==> config.mk <==
export PLATFORM = sky130hd
export DESIGN_NAME = simd_three_reg_ext_decoder
export DESIGN_NICKNAME = d
export VERILOG_FILES = /design/src/hw/rtl/s3rx_pkg.sv /design/src/hw/rtl/simd_three_reg_ext_decoder.sv
export SDC_FILE = /design/constraint.sdc
export NUM_CORES = 1
export LEC_CHECK = 0
export BUFFER_PORTS_ARGS = -buffer_cell sky130_fd_sc_hd__buf_4
export CAP_MARGIN = 10
export CORE_ASPECT_RATIO = 0.6
export CORE_MARGIN = 2
export CORE_UTILIZATION = 48
export CTS_CLUSTER_DIAMETER = 60
export DETAILED_ROUTE_END_ITERATION = 10
export MAX_ROUTING_LAYER = met4
export PLACE_DENSITY_LB_ADDON = 0.1
export RECOVER_POWER = 25
export SYNTH_ARGS = -nofsm -noshare
export SYNTH_HDL_FRONTEND = slang
export SYNTH_SLANG_ARGS = --single-unit
export TNS_END_PERCENT = 50
==> constraint.sdc <==
create_clock -name i_clk -period 2.7 [get_ports i_clk]
set_input_delay 0.405 -clock i_clk [delete_from_list [all_inputs] [get_ports i_clk]]
set_output_delay 0.405 -clock i_clk [all_outputs]
set_load 0.01 [all_outputs]
==> src/hw/rtl/s3rx_pkg.sv <==
// Package for the SIMD three-register extension decoder.
// Holds instruction ids, arrangement codes, rotation constants and the key lookup.
// No dependencies.
package s3rx_pkg;

    // Instruction identities, numbered densely in order of first appearance.
    localparam logic [4:0] ID_SDOT     = 5'd0;
    localparam logic [4:0] ID_FCVTN    = 5'd1;
    localparam logic [4:0] ID_FCVTN2   = 5'd2;
    localparam logic [4:0] ID_FDOT     = 5'd3;
    localparam logic [4:0] ID_USDOT    = 5'd4;
    localparam logic [4:0] ID_SQRDMLAH = 5'd5;
    localparam logic [4:0] ID_SQRDMLSH = 5'd6;
    localparam logic [4:0] ID_UDOT     = 5'd7;
    localparam logic [4:0] ID_FCMLA    = 5'd8;
    localparam logic [4:0] ID_FCADD    = 5'd9;
    localparam logic [4:0] ID_BFDOT    = 5'd10;
    localparam logic [4:0] ID_BFMLALB  = 5'd11;
    localparam logic [4:0] ID_BFMLALT  = 5'd12;
    localparam logic [4:0] ID_FMLALLBB = 5'd13;
    localparam logic [4:0] ID_FMLALLBT = 5'd14;
    localparam logic [4:0] ID_FMLALB   = 5'd15;
    localparam logic [4:0] ID_FMLALLTB = 5'd16;
    localparam logic [4:0] ID_FMLALLTT = 5'd17;
    localparam logic [4:0] ID_SMMLA    = 5'd18;
    localparam logic [4:0] ID_USMMLA   = 5'd19;
    localparam logic [4:0] ID_FMLALT   = 5'd20;
    localparam logic [4:0] ID_FMMLA    = 5'd21;
    localparam logic [4:0] ID_BFMMLA   = 5'd22;
    localparam logic [4:0] ID_UMMLA    = 5'd23;
    localparam logic [4:0] ID_LAST     = ID_UMMLA;

    // Arrangement specifier codes.
    localparam logic [2:0] ARR_8B  = 3'd0;
    localparam logic [2:0] ARR_16B = 3'd1;
    localparam logic [2:0] ARR_4H  = 3'd2;
    localparam logic [2:0] ARR_8H  = 3'd3;
    localparam logic [2:0] ARR_2S  = 3'd4;
    localparam logic [2:0] ARR_4S  = 3'd5;

    // Rotation immediates in degrees.
    localparam logic [8:0] ROT_0   = 9'd0;
    localparam logic [8:0] ROT_90  = 9'd90;
    localparam logic [8:0] ROT_180 = 9'd180;
    localparam logic [8:0] ROT_270 = 9'd270;

    typedef struct packed {
        logic       hit;
        logic [4:0] id;
    } t_key_hit;

    // Fixed key table: Q:U:size:opcode after masking, to instruction id.
    function automatic t_key_hit lookup_key(input logic [7:0] key);
        t_key_hit res;
        res.hit = 1'b1;
        res.id  = ID_SDOT;
        case (key)
            8'h02, 8'h82: res.id = ID_SDOT;
            8'h0E:        res.id = ID_FCVTN;
            8'h8E:        res.id = ID_FCVTN2;
            8'h0F, 8'h8F: res.id = ID_FDOT;
            8'h1E, 8'h9E: res.id = ID_FCVTN;
            8'h1F, 8'h9F: res.id = ID_FDOT;
            8'h23, 8'hA3: res.id = ID_USDOT;
            8'h40, 8'hC0: res.id = ID_SQRDMLAH;
            8'h41, 8'hC1: res.id = ID_SQRDMLSH;
            8'h42, 8'hC2: res.id = ID_UDOT;
            8'h48, 8'hC8: res.id = ID_FCMLA;
            8'h4C, 8'hCC: res.id = ID_FCADD;
            8'h5F, 8'hDF: res.id = ID_BFDOT;
            8'h7F:        res.id = ID_BFMLALB;
            8'hFF:        res.id = ID_BFMLALT;
            8'h08:        res.id = ID_FMLALLBB;
            8'h18:        res.id = ID_FMLALLBT;
            8'h3F:        res.id = ID_FMLALB;
            8'h88:        res.id = ID_FMLALLTB;
            8'h98:        res.id = ID_FMLALLTT;
            8'hA4:        res.id = ID_SMMLA;
            8'hA5:        res.id = ID_USMMLA;
            8'hBF:        res.id = ID_FMLALT;
            8'hCD, 8'hED: res.id = ID_FMMLA;
            8'hDD:        res.id = ID_BFMMLA;
            8'hE4:        res.id = ID_UMMLA;
            default:      res.hit = 1'b0;
        endcase
        return res;
    endfunction

endpackage

==> src/hw/rtl/simd_three_reg_ext_decoder.sv <==
// Top level of the SIMD three-register extension decoder.
// Depends on s3rx_pkg for ids, arrangement codes and the key lookup.
// Decodes one 32-bit instruction word per request into an instruction id, the
// register numbers Rd/Rn/Rm, three arrangement codes and an optional rotation.
// A request is captured in an input register, decoded by one pass of logic and
// written to a result register when that register is free or being emptied. One
// instruction is accepted every cycle while the consumer keeps up; while a
// finished result waits, the input register takes one more request and then
// holds o_ready low until the result is taken. Fixed encoding bits are not
// checked. On an error every field other than o_decode_error reads zero.
module simd_three_reg_ext_decoder (
    input  logic        i_clk,
    input  logic        i_rst_n,
    input  logic        i_valid,
    output logic        o_ready,
    input  logic [31:0] i_instruction_word,
    output logic        o_valid,
    input  logic        i_ready,
    output logic        o_decode_error,
    output logic [4:0]  o_insn_id,
    output logic [4:0]  o_dest_index,
    output logic [4:0]  o_src_a_index,
    output logic [4:0]  o_src_b_index,
    output logic [2:0]  o_dest_arrangement,
    output logic [2:0]  o_src_a_arrangement,
    output logic [2:0]  o_src_b_arrangement,
    output logic        o_has_rotation,
    output logic [8:0]  o_rotation_degrees
);
    import s3rx_pkg::*;

    logic        r_s1_valid;
    logic [31:0] r_s1_word;
    logic        r_out_valid;
    logic        r_err, r_hasrot;
    logic [4:0]  r_id, r_rd, r_rn, r_rm;
    logic [2:0]  r_ad, r_aa, r_ab;
    logic [8:0]  r_rot;

    logic        s1_ready, out_ready;
    logic        q, u;
    logic [1:0]  size;
    logic [3:0]  op;
    logic [2:0]  bits;
    logic [7:0]  key;
    t_key_hit    hit;
    logic        n_err, n_hasrot;
    logic [2:0]  n_ad, n_aa, n_ab;
    logic [8:0]  n_rot;

    // Pipeline flow control: each stage moves when the one after it can take.
    assign out_ready = !r_out_valid || i_ready;
    assign s1_ready  = !r_s1_valid || out_ready;
    assign o_ready   = s1_ready;

    // Field extraction and key masking.
    always_comb begin
        q    = r_s1_word[30];
        u    = r_s1_word[29];
        size = r_s1_word[23:22];
        op   = r_s1_word[14:11];
        bits = {size, q};
        key  = {q, u, size, op};
        if (op <= 4'd2) begin
            key[5:4] = 2'b00;
        end
        if (u && op[3:2] == 2'b10) begin
            key[5:4] = 2'b00;
            key[1:0] = 2'b00;
        end else if (u && op[3:2] == 2'b11 && !op[0]) begin
            key[5:4] = 2'b00;
            key[1]   = 1'b0;
        end
        hit = lookup_key(key);
    end

    // Arrangement and rotation rules, first match wins.
    always_comb begin
        n_err    = 1'b0;
        n_ad     = ARR_8B;
        n_aa     = ARR_8B;
        n_ab     = ARR_8B;
        n_hasrot = 1'b0;
        n_rot    = ROT_0;
        if (!hit.hit) begin
            n_err = 1'b1;
        end else if (op == 4'd14) begin
            n_ad = {2'b00, q};
            n_aa = (size == 2'd0) ? ARR_4S : {2'b01, q};
            n_ab = n_aa;
        end else if (!u && !size[1] && op == 4'd15) begin
            n_ad = (size == 2'd0) ? {2'b10, q} : {2'b01, q};
            n_aa = {2'b00, q};
            n_ab = {2'b00, q};
        end else if (op[3:2] == 2'b01 || op == 4'd2 || op == 4'd3) begin
            n_ad = {2'b10, q};
            n_aa = {2'b00, q};
            n_ab = {2'b00, q};
        end else if (u && op <= 4'd1) begin
            n_err = (bits < 3'd2) || (bits > 3'd5);
            n_ad  = bits;
            n_aa  = bits;
            n_ab  = bits;
        end else if (u && (op[3:2] == 2'b10 || op == 4'd12)) begin
            n_err    = (bits < 3'd2);
            n_ad     = bits;
            n_aa     = bits;
            n_ab     = bits;
            n_hasrot = 1'b1;
            if (op[3:2] == 2'b10) begin
                case (op[1:0])
                    2'd0:    n_rot = ROT_0;
                    2'd1:    n_rot = ROT_90;
                    2'd2:    n_rot = ROT_180;
                    default: n_rot = ROT_270;
                endcase
            end else begin
                n_rot = op[1] ? ROT_270 : ROT_90;
            end
        end else if (u && size[0] && op == 4'd13) begin
            if (size == 2'd1) begin
                n_ad = {2'b10, q};
                n_aa = {2'b01, q};
                n_ab = {2'b01, q};
            end else begin
                n_ad = ARR_4S;
                n_aa = ARR_8H;
                n_ab = ARR_8H;
            end
        end else if (op == 4'd8) begin
            n_ad = ARR_4S;
            n_aa = ARR_16B;
            n_ab = ARR_16B;
        end else if (size == 2'd3 && op == 4'd15) begin
            n_ad = ARR_8H;
            n_aa = ARR_16B;
            n_ab = ARR_16B;
        end else if (op == 4'd13) begin
            if (size == 2'd0) begin
                n_ad = ARR_4H;
                n_aa = ARR_16B;
                n_ab = ARR_4S;
            end else begin
                n_ad = ARR_4S;
                n_aa = ARR_16B;
                n_ab = ARR_16B;
            end
        end else begin
            n_err = 1'b1;
        end
    end

    // Input register.
    always_ff @(posedge i_clk) begin
        if (!i_rst_n) begin
            r_s1_valid <= 1'b0;
        end else if (s1_ready) begin
            r_s1_valid <= i_valid;
        end
        if (s1_ready && i_valid) begin
            r_s1_word <= i_instruction_word;
        end
    end

    // Result register; an error clears every other field.
    always_ff @(posedge i_clk) begin
        if (!i_rst_n) begin
            r_out_valid <= 1'b0;
        end else if (out_ready) begin
            r_out_valid <= r_s1_valid;
        end
        if (out_ready && r_s1_valid) begin
            r_err    <= n_err;
            r_id     <= n_err ? 5'd0 : hit.id;
            r_rd     <= n_err ? 5'd0 : r_s1_word[4:0];
            r_rn     <= n_err ? 5'd0 : r_s1_word[9:5];
            r_rm     <= n_err ? 5'd0 : r_s1_word[20:16];
            r_ad     <= n_err ? ARR_8B : n_ad;
            r_aa     <= n_err ? ARR_8B : n_aa;
            r_ab     <= n_err ? ARR_8B : n_ab;
            r_hasrot <= n_err ? 1'b0 : n_hasrot;
            r_rot    <= n_err ? ROT_0 : n_rot;
        end
    end

    assign o_valid             = r_out_valid;
    assign o_decode_error      = r_err;
    assign o_insn_id           = r_id;
    assign o_dest_index        = r_rd;
    assign o_src_a_index       = r_rn;
    assign o_src_b_index       = r_rm;
    assign o_dest_arrangement  = r_ad;
    assign o_src_a_arrangement = r_aa;
    assign o_src_b_arrangement = r_ab;
    assign o_has_rotation      = r_hasrot;
    assign o_rotation_degrees  = r_rot;

endmodule

==> results.cfg <==
[placement]
placed_area_sq_um = 3850
place_inst = 432
routabilityCongestion = 1.02
dpl.hpwl_mm = 5.43
dp_slack_ns = 0.104
io_buffers = 67

[sta]
final_hold_viol_count = 0
setup_violations = 0
setup_tns_ns = 0
fin_crit_ns = 2.54
rsz0062_at_grt = no
period_share_pct = 94.1
fin_skew_ns = 0.0137
whs_ns = 0.252
tightest_slew_ns = 1.00
maxSlewViolCount = 0
clock.fmax_mhz = 394
relSlewSlack_pct = 33.1
fin_ws_ns = 0.160

[run_status]
status = finished, final reports clean

[floorplan]
ios = 78
die_x_microns = 109
std_cell_rows = 22
start_util_pct = 50.6
dieArea_sq_um = 7250
core-area_sq_um = 6220
die_h_microns = 66.7

[global_routing]
grt-ovfl-total = 0
antenna_found_initial = 0
grt_pass1_wl_mm = 11.5
grt_pass1_vias = 2245
grt_usage_pct = 22.9
grt_max_degree = 31

[layout]
final_cell_mix = 63 x buf_4, 58 x edfxtp_1, 23 x clkbuf_4
diodes = 0
fin_nets = 400
fillers = 494
area_growth_pct = 27.4
design_area_sq_um = 4010
fin_util_pct = 64.5
final_common_cell = buf_4
finalNonFillerCells = 448
drive_gt1_share_pct = 31.9

[clocking]
clkTransAtPathRegs_ns = 0.08
htree_num_levels = 3
cts_root_buffer = clkbuf_8
cts_num_sinks = 60
cts_hold_buf = 0
cts_tree = done
numCtsBuffers = 9
ctsLongestPathBuffers = 2
clk_latency_ns = 0.34

[pwr]
p_clk_share_pct = 35.6
max-vdd-ir-drop_mv = 0.468
power.share.combinational_pct = 15.2
leakage_nw = 1.50
power_mw = 2.25
seqPwrFrac_pct = 49.2
powerDensity_nw_per_um2 = 562
p_int_mw = 1.67
sw_frac_of_total_pct = 26.1
switchingPower_mw = 0.588

[yosys]
synth_edf_count = 58
syn_inst = 276
synth.distinct_cells = 57
synthFlopType = edfxtp_1
yosysSeqAreaShare_pct = 56.6
synthArstFlopShare_pct = 0
synth-seq-cells = 60
syn_nets = 317
avgSynthCellArea_sq_um = 11.4
yosysWarnings = 0
synth_area_sq_um = 3150

[worst_setup_path]
end_kind = flop
worst_setup_path_start_kind = flop
crit_arrival_ns = 2.75
cp.required_ns = 2.91
critPathMaxFanout = 16
path_class = flop to flop

[detailed_routing]
vias_per_cell = 5.56
ant_nets = 0
drtIter0Drc = 179
post_drt_wl_per_cell_microns = 16.3
drcViolationCount = 0
first_pass_iters = 5
totalWireLength_mm = 7.30
num_vias = 2492

[run]
maxCapViolCount = 0

[worst_hold_path]
hp-class = primary input to flop
-- synthesized netlist by cell type, types with 3 or more instances --
cell | n | area, sq um
edfxtp_1 | 58 | 1740
nor2_1 | 21 | 78.8
and2_1 | 19 | 119
a21oi_1 | 18 | 90.1
nand2_1 | 13 | 48.8
clkbuf_1 | 10 | 37.5
a31oi_1 | 8 | 50.1
nand2b_1 | 8 | 50.1
nand3_1 | 8 | 40.0
inv_1 | 7 | 26.3
nor2b_1 | 7 | 43.8
o21ai_0 | 7 | 35.0
buf_2 | 5 | 25.0
buf_4 | 5 | 37.5
ha_1 | 5 | 62.6
nor3_1 | 5 | 25.0
nor3b_1 | 5 | 37.5
o21a_1 | 4 | 30.0
o22ai_1 | 4 | 25.0
a211oi_1 | 3 | 22.5
and3_1 | 3 | 18.8
nand4_1 | 3 | 18.8
or3b_2 | 3 | 26.3
-- final timing paths --
kind / cells past startpoint / endpoint / from / slack [ns]
setup / recovery: 7 / o_src_a_index[4] / r_s1_word[14] / 0.16
hold / removal: 1 / r_s1_word[13] / i_instruction_word[13] / 0.25
setup reg to reg: 7 / o_src_a_index[4] / r_s1_word[14] / 0.16
hold reg to reg: 1 / o_src_b_index[0] / r_s1_word[16] / 0.52
-- cell type report --
type,instances,area (sq um),area share (%)
clock buffer,9,124,3.09
clock inverter,7,75.1,1.87
inverter,8,32.5,0.811
multi-input combinational,185,1210,30.3
sequential,60,1780,44.4
tap,84,105,2.62
timing repair buffer,95,679,16.9
-- power by group through the flow --
stage | clock network, mW | registers (mW) | logic (mW)
after floorplan | 0 | 1.14 | 0.185
after global placement | 0 | 1.13 | 0.345
after detailed placement | 0 | 1.13 | 0.347
after CTS | 0.827 | 1.11 | 0.349
after global routing | 0.878 | 1.11 | 0.375
final | 0.803 | 1.11 | 0.342
-- state kept, by name, summed over array words and instances, names as in the netlist --
register / flops
r_s1_word: 23
o_rotation_degrees: 6
o_dest_index: 5
o_insn_id: 5
o_src_a_index: 5
o_src_b_index: 5
o_dest_arrangement: 3
o_src_a_arrangement: 3
o_decode_error: 1
o_has_rotation: 1
o_src_b_arrangement: 1
o_valid: 1
r_s1_valid: 1
-- cell families after synthesis --
family                     synth area share (%)
and+or+nand+nor                            19.9
AOI/OAI and AO/OA                          15.1
DFF                                        56.6
buffers and inverters                      5.05
adders and majority gates                  1.99
xor gates and xnor gates                  0.556
muxes                                     0.636
other                                     0.119
-- what timing repair did --
action | in CTS | in global routing
setup endpoints to repair | 0 | 7
setup buffers | 0 | 0
resized for setup | 0 | 1
-- routing by layer --
metal | routed length (microns) | vias to the layer above | GRT usage, %
met5 | 0 | - | -
met4 | 97 | 0 | 6.57
met3 | 719 | 11 | 10.6
met2 | 2850 | 114 | 28.0
met1 | 3630 | 1172 | 33.0
li1 | - | 1195 | -
-- critical path, cell delays in order, from the launching register on --
cell       delay, ns
edfxtp_1        0.57
or4b_4          0.58
a2111oi_4       0.36
a21oi_1         0.11
o21a_2          0.16
a31oi_4         0.24
buf_4           0.24
and2_1          0.15
No activity file was read; power rests on OpenSTA's default activity.
